**src/hdl/slt_pkg.sv**
```systemverilog
// ----------------------------------------------------------------------------
// slt_pkg: shared types and constants of the shell line tokenizer
// Character codes, result kinds, limits and the bundle that carries the
// results of one input byte from the front end to the back end.
// ----------------------------------------------------------------------------
package slt_pkg;

    // Character codes that steer the tokenizer.
    localparam logic [7:0] CH_SPACE  = 8'h20;
    localparam logic [7:0] CH_TAB    = 8'h09;
    localparam logic [7:0] CH_HASH   = 8'h23;
    localparam logic [7:0] CH_BSLASH = 8'h5C;
    localparam logic [7:0] CH_SQUOTE = 8'h27;
    localparam logic [7:0] CH_DQUOTE = 8'h22;

    // A word is cut once it holds this many bytes.
    localparam logic [5:0] WORD_LIMIT = 6'd63;
    // Hard ceiling on the number of words kept per line.
    localparam logic [4:0] MAX_WORDS  = 5'd16;
    localparam logic [4:0] MAX_TOKENS_RESET = 5'd16;

    // Result kinds, carried on tuser.
    localparam logic [1:0] KIND_BYTE = 2'd0;
    localparam logic [1:0] KIND_EOW  = 2'd1;
    localparam logic [1:0] KIND_EOL  = 2'd2;

    // Output tdata: data[7:0], word_index[11:8], word_count[16:12], zero pad.
    localparam int TDATA_W = 24;

    // Queue between front and back end.
    localparam int QUEUE_DEPTH = 4;
    localparam int QPTR_W      = $clog2(QUEUE_DEPTH);

    // Everything one input byte produces: an optional word byte, an optional
    // end of word and an optional end of line, emitted in that order.
    typedef struct packed {
        logic       byte_vld;
        logic [7:0] byte_data;
        logic [3:0] byte_idx;
        logic       eow_vld;
        logic [3:0] eow_idx;
        logic       eol_vld;
        logic [4:0] eol_count;
    } t_bundle;

    // Front end to queue.
    typedef struct packed {
        logic    push;
        t_bundle bundle;
    } t_push;

endpackage

```
**src/hdl/shell_line_tokenizer.sv**
```systemverilog
// ----------------------------------------------------------------------------
// shell_line_tokenizer: command line word splitter
// Splits a command line into words with shell-like quoting and escapes.
//
// Input stream: one byte per transaction on i_s_axis_tdata, with
// i_s_axis_tlast on the final byte of the line. The front end takes one
// byte per cycle as long as the four-entry bundle queue has room.
// Output stream: one result per transaction. tuser holds the kind (word
// byte, end of word, end of line), tdata holds the byte, the word index and
// the word count, and tlast marks the last result caused by one input byte.
// A byte yields zero to three results, which are registered in the queue
// before they appear. The back end emits one result per cycle while the
// output is ready, so the sustained rate is one byte per cycle while bytes
// average at most one result, and one result per cycle otherwise. A stall on
// the output fills the queue and then drops o_s_axis_tready.
// Configuration: i_cfg_data sets the word limit per line (reset 16); it is
// always accepted and should be written only while the block is idle.
// Reset (synchronous, active low) empties the queue and clears the line state.
// ----------------------------------------------------------------------------
module shell_line_tokenizer (
    input  logic        i_clk,
    input  logic        i_rst_n,
    input  logic        i_s_axis_tvalid,
    output logic        o_s_axis_tready,
    input  logic [7:0]  i_s_axis_tdata,   // ch[7:0]
    input  logic        i_s_axis_tlast,
    output logic        o_m_axis_tvalid,
    input  logic        i_m_axis_tready,
    output logic [23:0] o_m_axis_tdata,   // data[7:0], word_index[11:8], word_count[16:12]
    output logic [1:0]  o_m_axis_tuser,   // kind[1:0]
    output logic        o_m_axis_tlast,
    input  logic        i_cfg_valid,
    output logic        o_cfg_ready,
    input  logic [4:0]  i_cfg_data
);

    slt_pkg::t_push   push;
    slt_pkg::t_bundle head;
    logic             q_full;
    logic             q_valid;
    logic             pop;

    assign o_cfg_ready = 1'b1;

    slt_front u_front (
        .i_clk        (i_clk),
        .i_rst_n      (i_rst_n),
        .i_valid      (i_s_axis_tvalid),
        .o_ready      (o_s_axis_tready),
        .i_ch         (i_s_axis_tdata),
        .i_line_last  (i_s_axis_tlast),
        .i_cfg_valid  (i_cfg_valid),
        .i_cfg_data   (i_cfg_data),
        .i_queue_full (q_full),
        .o_push       (push)
    );

    slt_queue u_queue (
        .i_clk   (i_clk),
        .i_rst_n (i_rst_n),
        .i_push  (push),
        .i_pop   (pop),
        .o_full  (q_full),
        .o_valid (q_valid),
        .o_head  (head)
    );

    slt_back u_back (
        .i_clk        (i_clk),
        .i_rst_n      (i_rst_n),
        .i_head_valid (q_valid),
        .i_head       (head),
        .o_pop        (pop),
        .o_valid      (o_m_axis_tvalid),
        .i_ready      (i_m_axis_tready),
        .o_data       (o_m_axis_tdata),
        .o_kind       (o_m_axis_tuser),
        .o_last       (o_m_axis_tlast)
    );

endmodule

```
**src/hdl/slt_front.sv**
```systemverilog
// ----------------------------------------------------------------------------
// slt_front: byte classifier and tokenizer state
// Takes one byte per cycle while the queue has room, updates quote, escape
// and word state, and hands a bundle of up to three results to the queue.
// ----------------------------------------------------------------------------
module slt_front (
    input  logic                 i_clk,
    input  logic                 i_rst_n,
    input  logic                 i_valid,
    output logic                 o_ready,
    input  logic [7:0]           i_ch,
    input  logic                 i_line_last,
    input  logic                 i_cfg_valid,
    input  logic [4:0]           i_cfg_data,
    input  logic                 i_queue_full,
    output slt_pkg::t_push       o_push
);

    typedef enum logic [2:0] {
        PH_BETWEEN = 3'b001,
        PH_WORD    = 3'b010,
        PH_SKIP    = 3'b100
    } t_phase;

    typedef enum logic [1:0] {
        Q_NONE   = 2'd0,
        Q_SINGLE = 2'd1,
        Q_DOUBLE = 2'd2
    } t_quote;

    typedef struct packed {
        t_phase     phase;
        t_quote     quote;
        logic       esc;
        logic [5:0] wlen;
        logic [4:0] wdone;
    } t_tok_state;

    typedef struct packed {
        t_tok_state st;
        logic       eow_vld;
        logic [3:0] eow_idx;
    } t_end_res;

    // Closes the current word; an empty word leaves no trace.
    function automatic t_end_res f_end_word(input t_tok_state st, input logic [4:0] cap);
        t_end_res r;
        r.st      = st;
        r.eow_vld = 1'b0;
        r.eow_idx = st.wdone[3:0];
        if (st.wlen != 6'd0) begin
            r.eow_vld  = 1'b1;
            r.st.wdone = st.wdone + 5'd1;
        end
        r.st.wlen  = 6'd0;
        r.st.quote = Q_NONE;
        r.st.esc   = 1'b0;
        r.st.phase = (r.st.wdone >= cap) ? PH_SKIP : PH_BETWEEN;
        return r;
    endfunction

    t_tok_state r_st;
    t_tok_state n_st;
    logic [4:0] r_max_tokens;
    logic [4:0] cap;
    logic       fire;

    t_tok_state       v;
    t_end_res         er;
    slt_pkg::t_bundle b;
    logic             do_word;
    logic             do_emit;
    logic             do_end;
    logic             do_hash;
    logic             is_sep;
    logic [7:0]       close_q;

    assign cap     = (r_max_tokens > slt_pkg::MAX_WORDS) ? slt_pkg::MAX_WORDS : r_max_tokens;
    assign o_ready = !i_queue_full;
    assign fire    = i_valid && o_ready;
    assign is_sep  = (i_ch == slt_pkg::CH_SPACE) || (i_ch == slt_pkg::CH_TAB);
    assign close_q = (r_st.quote == Q_SINGLE) ? slt_pkg::CH_SQUOTE : slt_pkg::CH_DQUOTE;

    always_comb begin
        v       = r_st;
        er      = '0;
        b       = '0;
        do_word = 1'b0;
        do_emit = 1'b0;
        do_end  = 1'b0;
        do_hash = 1'b0;

        case (r_st.phase)
            PH_BETWEEN: begin
                if (r_st.wdone >= cap) begin
                    v.phase = PH_SKIP;
                end else if (is_sep) begin
                    v.phase = PH_BETWEEN;
                end else if (i_ch == slt_pkg::CH_HASH) begin
                    v.phase = PH_SKIP;
                end else begin
                    v.phase = PH_WORD;
                    v.wlen  = 6'd0;
                    v.quote = Q_NONE;
                    v.esc   = 1'b0;
                    do_word = 1'b1;
                end
            end
            PH_WORD: begin
                do_word = 1'b1;
            end
            PH_SKIP: begin
                v.phase = PH_SKIP;
            end
            default: begin
                v.phase = PH_SKIP;
            end
        endcase

        // The in-word decision; quote and escape of a fresh word are clear,
        // which the checks on v below reflect.
        if (do_word) begin
            if (v.esc) begin
                v.esc   = 1'b0;
                do_emit = 1'b1;
            end else if (v.quote != Q_NONE) begin
                if (i_ch == close_q) begin
                    v.quote = Q_NONE;
                end else if (i_ch == slt_pkg::CH_BSLASH && !i_line_last) begin
                    v.esc = 1'b1;
                end else begin
                    do_emit = 1'b1;
                end
            end else if (i_ch == slt_pkg::CH_SQUOTE) begin
                v.quote = Q_SINGLE;
            end else if (i_ch == slt_pkg::CH_DQUOTE) begin
                v.quote = Q_DOUBLE;
            end else if (i_ch == slt_pkg::CH_BSLASH && !i_line_last) begin
                v.esc = 1'b1;
            end else if (is_sep) begin
                do_end = 1'b1;
            end else if (i_ch == slt_pkg::CH_HASH) begin
                do_end  = 1'b1;
                do_hash = 1'b1;
            end else begin
                do_emit = 1'b1;
            end
        end

        if (do_emit) begin
            b.byte_vld  = 1'b1;
            b.byte_data = i_ch;
            b.byte_idx  = v.wdone[3:0];
            v.wlen      = v.wlen + 6'd1;
            if (v.wlen >= slt_pkg::WORD_LIMIT) begin
                do_end = 1'b1;
            end
        end

        if (do_end) begin
            er        = f_end_word(v, cap);
            v         = er.st;
            b.eow_vld = er.eow_vld;
            b.eow_idx = er.eow_idx;
        end

        if (do_hash) begin
            v.phase = PH_SKIP;
        end

        if (i_line_last) begin
            // Only one word end can happen per byte: a word closed above
            // already left the word phase.
            if (v.phase == PH_WORD) begin
                er        = f_end_word(v, cap);
                v         = er.st;
                b.eow_vld = er.eow_vld;
                b.eow_idx = er.eow_idx;
            end
            b.eol_vld   = 1'b1;
            b.eol_count = v.wdone;
            v.phase     = PH_BETWEEN;
            v.quote     = Q_NONE;
            v.esc       = 1'b0;
            v.wlen      = 6'd0;
            v.wdone     = 5'd0;
        end

        n_st = fire ? v : r_st;
    end

    assign o_push.push   = fire && (b.byte_vld || b.eow_vld || b.eol_vld);
    assign o_push.bundle = b;

    always_ff @(posedge i_clk) begin
        if (!i_rst_n) begin
            r_st.phase   <= PH_BETWEEN;
            r_st.quote   <= Q_NONE;
            r_st.esc     <= 1'b0;
            r_st.wlen    <= 6'd0;
            r_st.wdone   <= 5'd0;
            r_max_tokens <= slt_pkg::MAX_TOKENS_RESET;
        end else begin
            r_st <= n_st;
            if (i_cfg_valid) begin
                r_max_tokens <= i_cfg_data;
            end
        end
    end

endmodule

```
**src/hdl/slt_queue.sv**
```systemverilog
// ----------------------------------------------------------------------------
// slt_queue: short bundle queue
// Decouples the classifier from the result serializer so that either side
// can stall without holding up the other until the queue fills or empties.
// ----------------------------------------------------------------------------
module slt_queue (
    input  logic              i_clk,
    input  logic              i_rst_n,
    input  slt_pkg::t_push    i_push,
    input  logic              i_pop,
    output logic              o_full,
    output logic              o_valid,
    output slt_pkg::t_bundle  o_head
);

    slt_pkg::t_bundle                r_mem [slt_pkg::QUEUE_DEPTH];
    logic [slt_pkg::QPTR_W-1:0]      r_wr_ptr;
    logic [slt_pkg::QPTR_W-1:0]      r_rd_ptr;
    logic [slt_pkg::QPTR_W:0]        r_count;
    logic [slt_pkg::QPTR_W:0]        n_count;
    logic                            do_pop;

    assign o_full  = (r_count == (slt_pkg::QPTR_W+1)'(slt_pkg::QUEUE_DEPTH));
    assign o_valid = (r_count != '0);
    assign o_head  = r_mem[r_rd_ptr];
    assign do_pop  = i_pop && o_valid;

    always_comb begin
        n_count = r_count;
        if (i_push.push && !do_pop) begin
            n_count = r_count + 1'b1;
        end else if (!i_push.push && do_pop) begin
            n_count = r_count - 1'b1;
        end
    end

    always_ff @(posedge i_clk) begin
        if (i_push.push) begin
            r_mem[r_wr_ptr] <= i_push.bundle;
        end
    end

    always_ff @(posedge i_clk) begin
        if (!i_rst_n) begin
            r_wr_ptr <= '0;
            r_rd_ptr <= '0;
            r_count  <= '0;
        end else begin
            r_count <= n_count;
            if (i_push.push) begin
                r_wr_ptr <= r_wr_ptr + 1'b1;
            end
            if (do_pop) begin
                r_rd_ptr <= r_rd_ptr + 1'b1;
            end
        end
    end

endmodule

```
**src/hdl/slt_back.sv**
```systemverilog
// ----------------------------------------------------------------------------
// slt_back: result serializer
// Walks through the results of the bundle at the queue head, one per
// transaction, and releases the bundle after its last result.
// ----------------------------------------------------------------------------
module slt_back (
    input  logic                          i_clk,
    input  logic                          i_rst_n,
    input  logic                          i_head_valid,
    input  slt_pkg::t_bundle              i_head,
    output logic                          o_pop,
    output logic                          o_valid,
    input  logic                          i_ready,
    output logic [slt_pkg::TDATA_W-1:0]   o_data,
    output logic [1:0]                    o_kind,
    output logic                          o_last
);

    // One bit per result of the bundle: byte, end of word, end of line.
    logic [2:0] r_sent;
    logic [2:0] n_sent;
    logic [2:0] rem;
    logic [2:0] sel;
    logic [7:0] f_data;
    logic [3:0] f_idx;
    logic [4:0] f_cnt;
    logic       fire;

    assign rem     = {i_head.eol_vld, i_head.eow_vld, i_head.byte_vld} & ~r_sent;
    assign sel     = rem & (~rem + 3'd1);
    assign o_last  = ((rem & ~sel) == 3'd0);
    assign o_valid = i_head_valid;
    assign fire    = o_valid && i_ready;
    assign o_pop   = fire && o_last;

    always_comb begin
        f_data = 8'd0;
        f_idx  = 4'd0;
        f_cnt  = 5'd0;
        o_kind = slt_pkg::KIND_BYTE;
        case (sel)
            3'b001: begin
                o_kind = slt_pkg::KIND_BYTE;
                f_data = i_head.byte_data;
                f_idx  = i_head.byte_idx;
            end
            3'b010: begin
                o_kind = slt_pkg::KIND_EOW;
                f_idx  = i_head.eow_idx;
            end
            3'b100: begin
                o_kind = slt_pkg::KIND_EOL;
                f_cnt  = i_head.eol_count;
            end
            default: begin
                o_kind = slt_pkg::KIND_BYTE;
            end
        endcase
    end

    assign o_data = {{(slt_pkg::TDATA_W - 17){1'b0}}, f_cnt, f_idx, f_data};

    always_comb begin
        n_sent = r_sent;
        if (fire) begin
            n_sent = o_last ? 3'd0 : (r_sent | sel);
        end
    end

    always_ff @(posedge i_clk) begin
        if (!i_rst_n) begin
            r_sent <= 3'd0;
        end else begin
            r_sent <= n_sent;
        end
    end

endmodule

```
**config.mk**
```make
export PLATFORM = sky130hd
export DESIGN_NAME = shell_line_tokenizer
export DESIGN_NICKNAME = d
export VERILOG_FILES = /design/src/hdl/slt_pkg.sv /design/src/hdl/shell_line_tokenizer.sv /design/src/hdl/slt_front.sv /design/src/hdl/slt_queue.sv /design/src/hdl/slt_back.sv
export SDC_FILE = /design/constraint.sdc
export NUM_CORES = 1
export LEC_CHECK = 0
export ABC_AREA = 1
export BUFFER_PORTS_ARGS = -buffer_cell sky130_fd_sc_hd__buf_2
export CORE_MARGIN = 2
export CORE_UTILIZATION = 40
export DETAILED_ROUTE_END_ITERATION = 8
export PLACE_DENSITY = 0.6
export SYNTH_ARGS = -nofsm -noshare
export SYNTH_HDL_FRONTEND = slang
export SYNTH_HIERARCHICAL = 1
export SYNTH_SLANG_ARGS = --single-unit
```
**constraint.sdc**
```tcl
create_clock -name i_clk -period 9 [get_ports i_clk]
set_clock_uncertainty 0.2 [all_clocks]
set_input_delay 1.8 -clock i_clk [delete_from_list [all_inputs] [get_ports i_clk]]
set_output_delay 1.8 -clock i_clk [all_outputs]
set_load 0.02 [all_outputs]
```
Word-level counts from Yosys, hierarchy flattened

Memories as Yosys holds them, arrays and structs flattened. A register that Yosys moved wholly into a read port is not among the register bits.
Index checks and enable logic that the tools add are counted.

Multiplexer cells: 76
Bitwise gates (word level): 7
$add $sub $neg: 8
Order comparisons: 4
Reduce and logical (&&, ||, !) cells: 21
Equality and inequality tests: 15

Operators by type and width:

| operator            | number |
|---|---|
| $mux 6              | 6 |
| $mux 9              | 4 |
| $mux 1              | 35 |
| $mux 17             | 2 |
| $mux 3              | 11 |
| $eq 8x6->1 const B  | 4 |
| $mux 5              | 5 |
| $mux 13             | 1 |
| $mux 2              | 6 |
| $reduce_bool 6->1   | 2 |
| $mux 11             | 1 |
| $add 5x1->5 const B | 2 |
| $ge 5x5->1          | 2 |
| $and 3x3->3         | 3 |
| $eq 3x2->1 const B  | 3 |
| $not 3->3           | 3 |
| $eq 8x4->1 const B  | 1 |
| $eq 8x7->1 const B  | 1 |
| $eq 8x8->1          | 1 |
| $logic_and 1x1->1   | 8 |
| $mux 8              | 1 |
| $pmux 4 s2          | 1 |
| $add 3x1->3 const B | 2 |
| $add 6x1->6 const B | 1 |
| 16 further kinds    | 25 |

Logic and storage cells: 142
Memories: 1
RAM bits: 96
Output and inout bits: 30
Flip-flop bits (word level): 32
Bits of input ports: 19

Memory list:

| name          | depth | width | rd ports | clocked after memory_dff | write ports | line            | source |
|---|---|---|---|---|---|---|---|
| u_queue.r_mem | 4     | 24    | 1        | 1                        | 1           | slt_queue.sv:16 | `slt_pkg::t_bundle r_mem [slt_pkg::QUEUE_DEPTH];` |

Longest topological paths before layout

Gate-level depths: netlist of the first run.

Depth after elaboration: 29
Gate-level depth with buffers: 37
Mapped depth without buffers: 35

Modules after synthesis

Netlist of the first run, hierarchy kept.

Modules (own cells, without submodules):

| module               | sequential area each (um^2) | area an instance (um^2) | instances | cells an instance |
|---|---|---|---|---|
| slt_queue            | 3062.9                      | 4189.0                  | 1         | 295 |
| slt_front            | 440.4                       | 2238.4                  | 1         | 376 |
| slt_back             | 60.1                        | 441.7                   | 1         | 80 |
| shell_line_tokenizer | 0.0                         | 11.3                    | 1         | 2 |

Least setup slack after synthesis of the first run

No wires, ideal clock.

Path type: input-to-reg
From: input port i_s_axis_tdata[4]
To: register u_front/r_st[16] (netlist name)
Path buffers: 2
Arrival time: 4.699 ns
Slack: 3.973 ns
Stages on the path: 31
Library setup time: 0.128 ns
Data required time: 8.672 ns
Path through: inv_2 -> nand2_1 -> nor2_4 -> nand2_2 -> nand2_2 -> nor2_4 -> nand2_4 -> buf_6 -> nand2_1 -> inv_1 -> ha_1 -> nand3_1 -> xor2_1 -> nand2_1 -> nand2_1 -> nor2_2 -> nand2_2 -> buf_6 -> xor2_1 -> ha_1 -> inv_1 -> nand2_1 -> a21oi_1 -> o21bai_1 -> a21oi_1 -> nor2_1 -> o21ai_1 -> o21ai_1 -> a21oi_1 -> o21a_1 -> nor2_1

Cells in the longest elaborated chain, start to end: 18
Elaborated cells on any way between the ends: 58
Those cells by class: add/sub: 1; order compare: 2; eq/ne: 7; mux: 44; reduce/logical: 4

RTL lines:

| what                                                 | line                       | source |
|---|---|---|
| start: declaration                                   | shell_line_tokenizer.sv:25 | `input logic [7:0] i_s_axis_tdata,` |
| branches (longest 16 deep; another with $add 6x1->6) | n/a                        |  |
| $mux 3 (*)                                           | slt_front.sv:167           | `if (do_hash) begin` |
| $mux 17 (*)                                          | slt_front.sv:171           | `if (i_line_last) begin` |
| end signal: assignment                               | slt_front.sv:204           | `r_st <= n_st;` |
| end: declaration                                     | slt_front.sv:62            | `t_tok_state r_st;` |

Mark *: on every way between the ends. The select of a mux whose other input is x is not followed.
A chain may end at the register's enable or synchronous reset.

Worst setup path after layout of the first run

From: input port i_s_axis_tdata[4]
To: register u_front/r_st[14] (netlist name)

Same word-level chain as after synthesis.

==> results of run 1 <==
area by class of cell:
class                      instances  area [um^2]  area share, %
sequential                       130         3560           45.9
multi-input combinational        505         2760           35.5
clock buffer                      17          425           5.48
inverter                          90          338           4.35
tap                              220          275           3.54
timing repair buffer              44          230           2.96
clock inverter                    15          181           2.33
where the power goes:
group	switching, uW	internal, uW	total, uW
sequential	23.9	731	755
combinational	445	184	628
clock	266	438	704
flip-flops by register name, indices dropped and copies added (netlist names), named ones only:
name                  cells
u_queue/r_mem            96
u_front/r_st             17
u_front/r_max_tokens      5
u_back/r_sent             3
u_queue/r_count           3
u_queue/r_rd_ptr          2
u_queue/r_wr_ptr          2
path summary, 6_finish.rpt:
| path | from | endpoint | slack, ns | depth (start not counted) |
|---|---|---|---|---|
| max reg2reg | u_front/r_max_tokens[1] | u_queue/r_mem[2][9] | 4.16 | 26 |
| min reg2reg | u_front/r_st[15] | u_front/r_st[15] | 0.26 | 2 |
| max | i_s_axis_tdata[4] | u_front/r_st[14] | 3.64 | 30 |
| min | u_front/r_st[15] | u_front/r_st[15] | 0.26 | 2 |
kinds of logic after synthesis:
logic type	synth area share, %
compound gates	12.8
xor+xnor	0.891
fa+ha+maj	3.75
buf+inv	8.47
flops	51.8
other cells	0.109
simple gates	22.2
cells in the final DEF (no fill, tap or decap), types with 4 or more instances in the layout:
cell type and instances:
o21ai_0 64, a21oi_1 32, edfxtp_1 96, inv_2 20, o21ai_1 9, nand4_1 6, nand2_2 17, nor3_1 7
o22ai_1 6, nor2_1 84, inv_6 4, clkbuf_16 17, o22ai_2 20, nand2_1 140, conb_1 8, inv_1 68
nor2_4 4, dfxtp_1 34, xor2_1 7, nor2_2 32, ha_1 19, buf_2 40, nand3_1 33, buf_4 4
o21ai_2 4
metal layers:
| layer | part of all wire [%] | up-vias |
|---|---|---|
| li1 | - | 2561 |
| met1 | 47 | 2391 |
| met2 | 47 | 101 |
| met3 | 4.0 | 17 |
| met4 | 1.7 | 0 |
| met5 | 0 | - |
through the flow:
step           worst slack (ns)  total power [uW]  cells
2_1_floorplan              3.97              1260    759
3_3_place_gp               3.27              1390    989
3_5_place_dp               3.20              1400    989
4_1_cts                    3.62              2110   1021
5_1_grt                    3.25              2210   1021
6_report                   3.64              2090   1021
worst min-delay path, delay by kind of cell, from the launching register on:
family	cells	cell delay, ns
AOI/OAI and AO/OA	1	0.06
DFF	1	0.31
and+or+nand+nor	1	0.06
==> flow_metrics.py, run 1 <==
metrics = {
    "synthesis": {
        "synth_flop_cell": "edfxtp_1",
        "synthTopCellsByArea": "edfxtp_1 42%, dfxtp_1 9.9%, nand2_1 7.6%, o21ai_0 4.7%, nor2_1 4.6%",
        "synthArstFlopShare_pct": 0,
        "synth_area_per_cell_um2": 9.14,
        "synthCells": 753,
        "yosys.area.top_type": "edfxtp_1",
        "synth_seq_cells": 130,
        "yosysTopAreaCellShare_pct": 41.9,
        "ys_warn_count": 6,
        "synth_edf_count": 96,
        "netlist_area_mm2": 0.00688,
        "yosysSeqAreaShare_pct": 51.8,
        "synth_cell_types": 37,
        "synth.most_common_cell": "nand2_1",
        "synth_commonest_cells": "140 x nand2_1, 96 x edfxtp_1, 84 x nor2_1, 68 x inv_1, 64 x o21ai_0",
    },
    "flow_run": {
        "drv_cap": 0,
    },
    "timing": {
        "rsz0062_at_grt": "false",
        "hold_violations": 0,
        "max-slew-margin-rel_pct": 26.0,
        "whs_ns": 0.265,
        "worstMarginPinSlew_ns": 1.11,
        "max_freq_mhz": 186,
        "finalSetupViolations": 0,
        "min_period_ns": 5.36,
        "final_max_slew_viol_count": 0,
        "min_period_over_period_pct": 59.6,
        "fin_setup_tns_ns": 0,
    },
    "final_layout": {
        "syn_to_final_growth_pct": 12.9,
        "layout-drive-gt1-share_pct": 22.5,
        "layout.nets": 827,
        "stdcell_area_mm2": 0.00777,
        "nFillCells": 1629,
        "diodes": 0,
        "final_core_util_pct": 46.5,
    },
    "worst_setup_path": {
        "max_stage_delay_ns": 0.36,
        "cp_top_family": "simple AND/OR/NAND/NOR gates",
        "cp.required_ns": 9.17,
        "cp_num_buf_inv": 4,
        "crit_path_end_kind": "flop",
        "setup.worst_path.class": "in -> reg",
        "crit_slowest_cell": "nand2_2",
        "critPathArrivalTime_ns": 5.53,
        "start_kind": "input port",
        "worstPathMaxFanout": 22,
        "crit_top_cell": "nand2_1",
    },
    "drt": {
        "viasPerCell": 4.97,
        "firstDrtPassIters": 5,
        "wl_per_cell_um": 15.0,
        "drt_wl_total_um": 15300,
        "vias": 5070,
        "postRouteAntennaNets": 0,
        "drt_iter0_markers": 354,
        "drc_errors": 0,
    },
    "place": {
        "post_dp_cell_area_mm2": 0.00716,
        "portBuffers": 40,
        "place_congestion": 0.879,
        "hpwl_um": 10200,
    },
    "clock_network": {
        "cts_buffer_depth": 2,
        "hold_buffers": 0,
        "clock_sinks": 130,
        "cts_resized": 0,
        "clk_pin_slew_worst_paths_ns": 0.06,
        "cts_made_buffers": 17,
        "cts_tree": "built",
        "clkLatencyLatePin_ns": 0.42,
        "cts-htree-levels": 4,
        "cts-root-buf": "clkbuf_16",
        "cts_setup_buffers": 0,
    },
    "global_route": {
        "use_met2_pct": 29.0,
        "busiest_layer": "met2",
        "antenna_found_initial": 0,
        "grt_max_degree": 50,
        "grtUsageTotal_pct": 17.9,
        "overflow": 0,
        "use_met1_pct": 23.7,
        "grt_pass1_wl_um": 24900,
        "met3_usage_pct": 3.55,
        "grt_pass1_vias": 4845,
    },
    "floorplan": {
        "dieArea_mm2": 0.0183,
        "core_area_mm2": 0.0167,
        "die_h_um": 135,
        "row_count": 47,
        "io_pins": 49,
        "die_w_um": 135,
        "initial_core_util_pct": 41.2,
    },
    "pwr": {
        "powerDensity_mw_per_mm2": 269,
        "irDropWorstVdd_uv": 150,
        "leakage_uw": 0.00316,
    },
    "run_status": {
        "outcome": "finished clean",
    },
    "hold_path": {
        "hold_class": "reg -> reg",
    },
}
(Power assumes the default switching activity.)
==> run 2, diff against run 1 <==
- clock period: 9 -> 5.1 ns (I/O delays scaled with it)
==> run 2 against run 1 <==
Effect of this change: non-clock buffer count is 8 higher; critical path depth is 5 higher; register-to-register slack worse by 3.7 ns; sequential power is 79% higher; setup slack worse by 3.2 ns; global-route usage is 0.41 points lower; combinational power is 75% higher; worst hold slack better by 0.0068 ns; final cell count is 0.78% higher; critical endpoint is now u_front/r_st[16].
==> flow_metrics.py, run 2 (synthesis gave the netlist of run 1 again) <==
metrics = {
    "global_route": {
        "grt_pass1_wl_um": 24300,
        "grt_pass1_vias": 4759,
        "grtUsageTotal_pct": 17.5,
        "antenna_found_initial": 0,
        "grt_max_degree": 33,
        "overflow": 0,
    },
    "clock_network": {
        "cts-htree-levels": 4,
        "cts_setup_buffers": 0,
        "cts-root-buf": "clkbuf_16",
        "hold_buffers": 0,
        "clock_sinks": 130,
        "cts_buffer_depth": 2,
        "cts_resized": 0,
        "cts_made_buffers": 17,
        "clkLatencyLatePin_ns": 0.41,
        "cts_tree": "built",
        "clk_pin_slew_worst_paths_ns": 0.06,
    },
    "worst_setup_path": {
        "crit_top_cell": "nand2_1",
        "critPathArrivalTime_ns": 4.70,
        "crit_path_end_kind": "flop",
        "worstPathMaxFanout": 13,
        "setup.worst_path.class": "reg -> reg",
        "max_stage_delay_ns": 0.34,
        "start_kind": "flop",
        "crit_slowest_cell": "dfxtp_1",
        "cp.required_ns": 5.19,
    },
    "drt": {
        "drt_iter0_markers": 322,
        "postRouteAntennaNets": 0,
        "wl_per_cell_um": 14.7,
        "drt_wl_total_um": 15200,
        "drc_errors": 0,
        "viasPerCell": 4.91,
        "firstDrtPassIters": 5,
        "vias": 5051,
    },
    "timing": {
        "final_max_slew_viol_count": 0,
        "min_period_ns": 4.62,
        "hold_violations": 0,
        "max_freq_mhz": 217,
        "worstMarginPinSlew_ns": 0.777,
        "rsz0062_at_grt": "false",
        "fin_setup_tns_ns": 0,
        "min_period_over_period_pct": 90.5,
        "finalSetupViolations": 0,
        "max-slew-margin-rel_pct": 48.2,
    },
    "pwr": {
        "powerDensity_mw_per_mm2": 450,
        "irDropWorstVdd_uv": 261,
        "internal_power_uw": 2240,
        "pwr-share-seq_pct": 38.7,
        "p_comb_share_pct": 31.7,
        "leakage_uw": 0.00315,
        "switching_power_uw": 1240,
        "swShare_pct": 35.7,
        "p_clk_share_pct": 29.6,
    },
    "flow_run": {
        "drv_cap": 0,
    },
    "final_layout": {
        "final_core_util_pct": 46.4,
        "reg.largest.list": "u_queue/r_mem x96, u_front/r_st x17, u_front/r_max_tokens x5",
        "syn_to_final_growth_pct": 12.6,
        "layout-drive-gt1-share_pct": 22.4,
        "layout.nets": 835,
        "final_cell_mix": "140 x nand2_1, 96 x edfxtp_1, 84 x nor2_1",
        "stdcell_area_mm2": 0.00774,
        "regMostFlops": "u_queue/r_mem",
        "largest_register_ffs": 96,
        "diodes": 0,
        "final_common_cell": "nand2_1",
        "stdcell_count": 1029,
    },
    "place": {
        "place_congestion": 0.824,
        "post-place-cells": 997,
        "post_dp_cell_area_mm2": 0.00722,
        "hpwl_um": 10400,
        "portBuffers": 40,
    },
    "floorplan": {
        "row_count": 47,
        "dieArea_mm2": 0.0183,
        "initial_core_util_pct": 41.2,
        "core_area_mm2": 0.0167,
        "io_pins": 49,
        "die_w_um": 135,
        "die_h_um": 135,
    },
    "hold_path": {
        "hold_class": "reg -> reg",
    },
    "run_status": {
        "outcome": "finished clean",
    },
}
[run 2: path summary, 6_finish.rpt]
check,from,end,slack (ns),depth (start not counted)
max reg2reg,u_front/r_max_tokens[1],u_front/r_st[16],0.48,35
min reg2reg,u_front/r_st[9],u_front/r_st[9],0.27,2
max,u_front/r_max_tokens[1],u_front/r_st[16],0.48,35
min,u_front/r_st[9],u_front/r_st[9],0.27,2
[run 2: final cells by class]
type | instances | area [um^2]
inverters | 90 | 338
clock inverters | 11 | 66.3
well taps | 220 | 275
multi-input cells | 505 | 2770
fillers | 1627 | 8960
clock buffers | 21 | 440
repair buffers | 52 | 290
flip-flops and latches | 130 | 3560
[run 2: worst max-delay path, delay by kind of cell, from the launching register on]
| kind | cells | cell delay [ns] |
|---|---|---|
| adders and majority gates | 3 | 0.82 |
| AOI/OAI and AO/OA | 7 | 0.77 |
| DFF | 1 | 0.34 |
| and+or+nand+nor | 21 | 1.98 |
| buffers and inverters | 3 | 0.18 |
| xor gates and xnor gates | 1 | 0.16 |
[run 2: power by group through the flow]
| stage | Combinational, uW | Clock (uW) | Sequential [uW] |
|---|---|---|---|
| floorplan | 876 | 0 | 1350 |
| global placement | 1100 | 0 | 1370 |
| detailed placement | 1110 | 0 | 1370 |
| finish | 1100 | 1030 | 1350 |
| CTS | 1110 | 1050 | 1350 |
| global route | 1240 | 1090 | 1360 |
[run 2: per-layer routing]
metal / vias up / share of wire [%] / GRT usage [%]
met1: 2372 / 46 / 22.6
met4: 0 / 1.7 / 6.25
li1: 2577 / - / -
met5: - / 0 / 0
met3: 16 / 3.6 / 3.70
met2: 86 / 49 / 29.3
[run 2: metrics by stage]
step / worst slack (ns) / power [uW] / hold WS (ns)
6_report: 0.484 / 3480 / 0.272
3_3_place_gp: 0.387 / 2470 / 0.253
3_5_place_dp: 0.258 / 2480 / 0.263
2_1_floorplan: 0.853 / 2220 / 0.245
4_1_cts: 0.320 / 3510 / 0.272
5_1_grt: 0.0589 / 3690 / 0.277
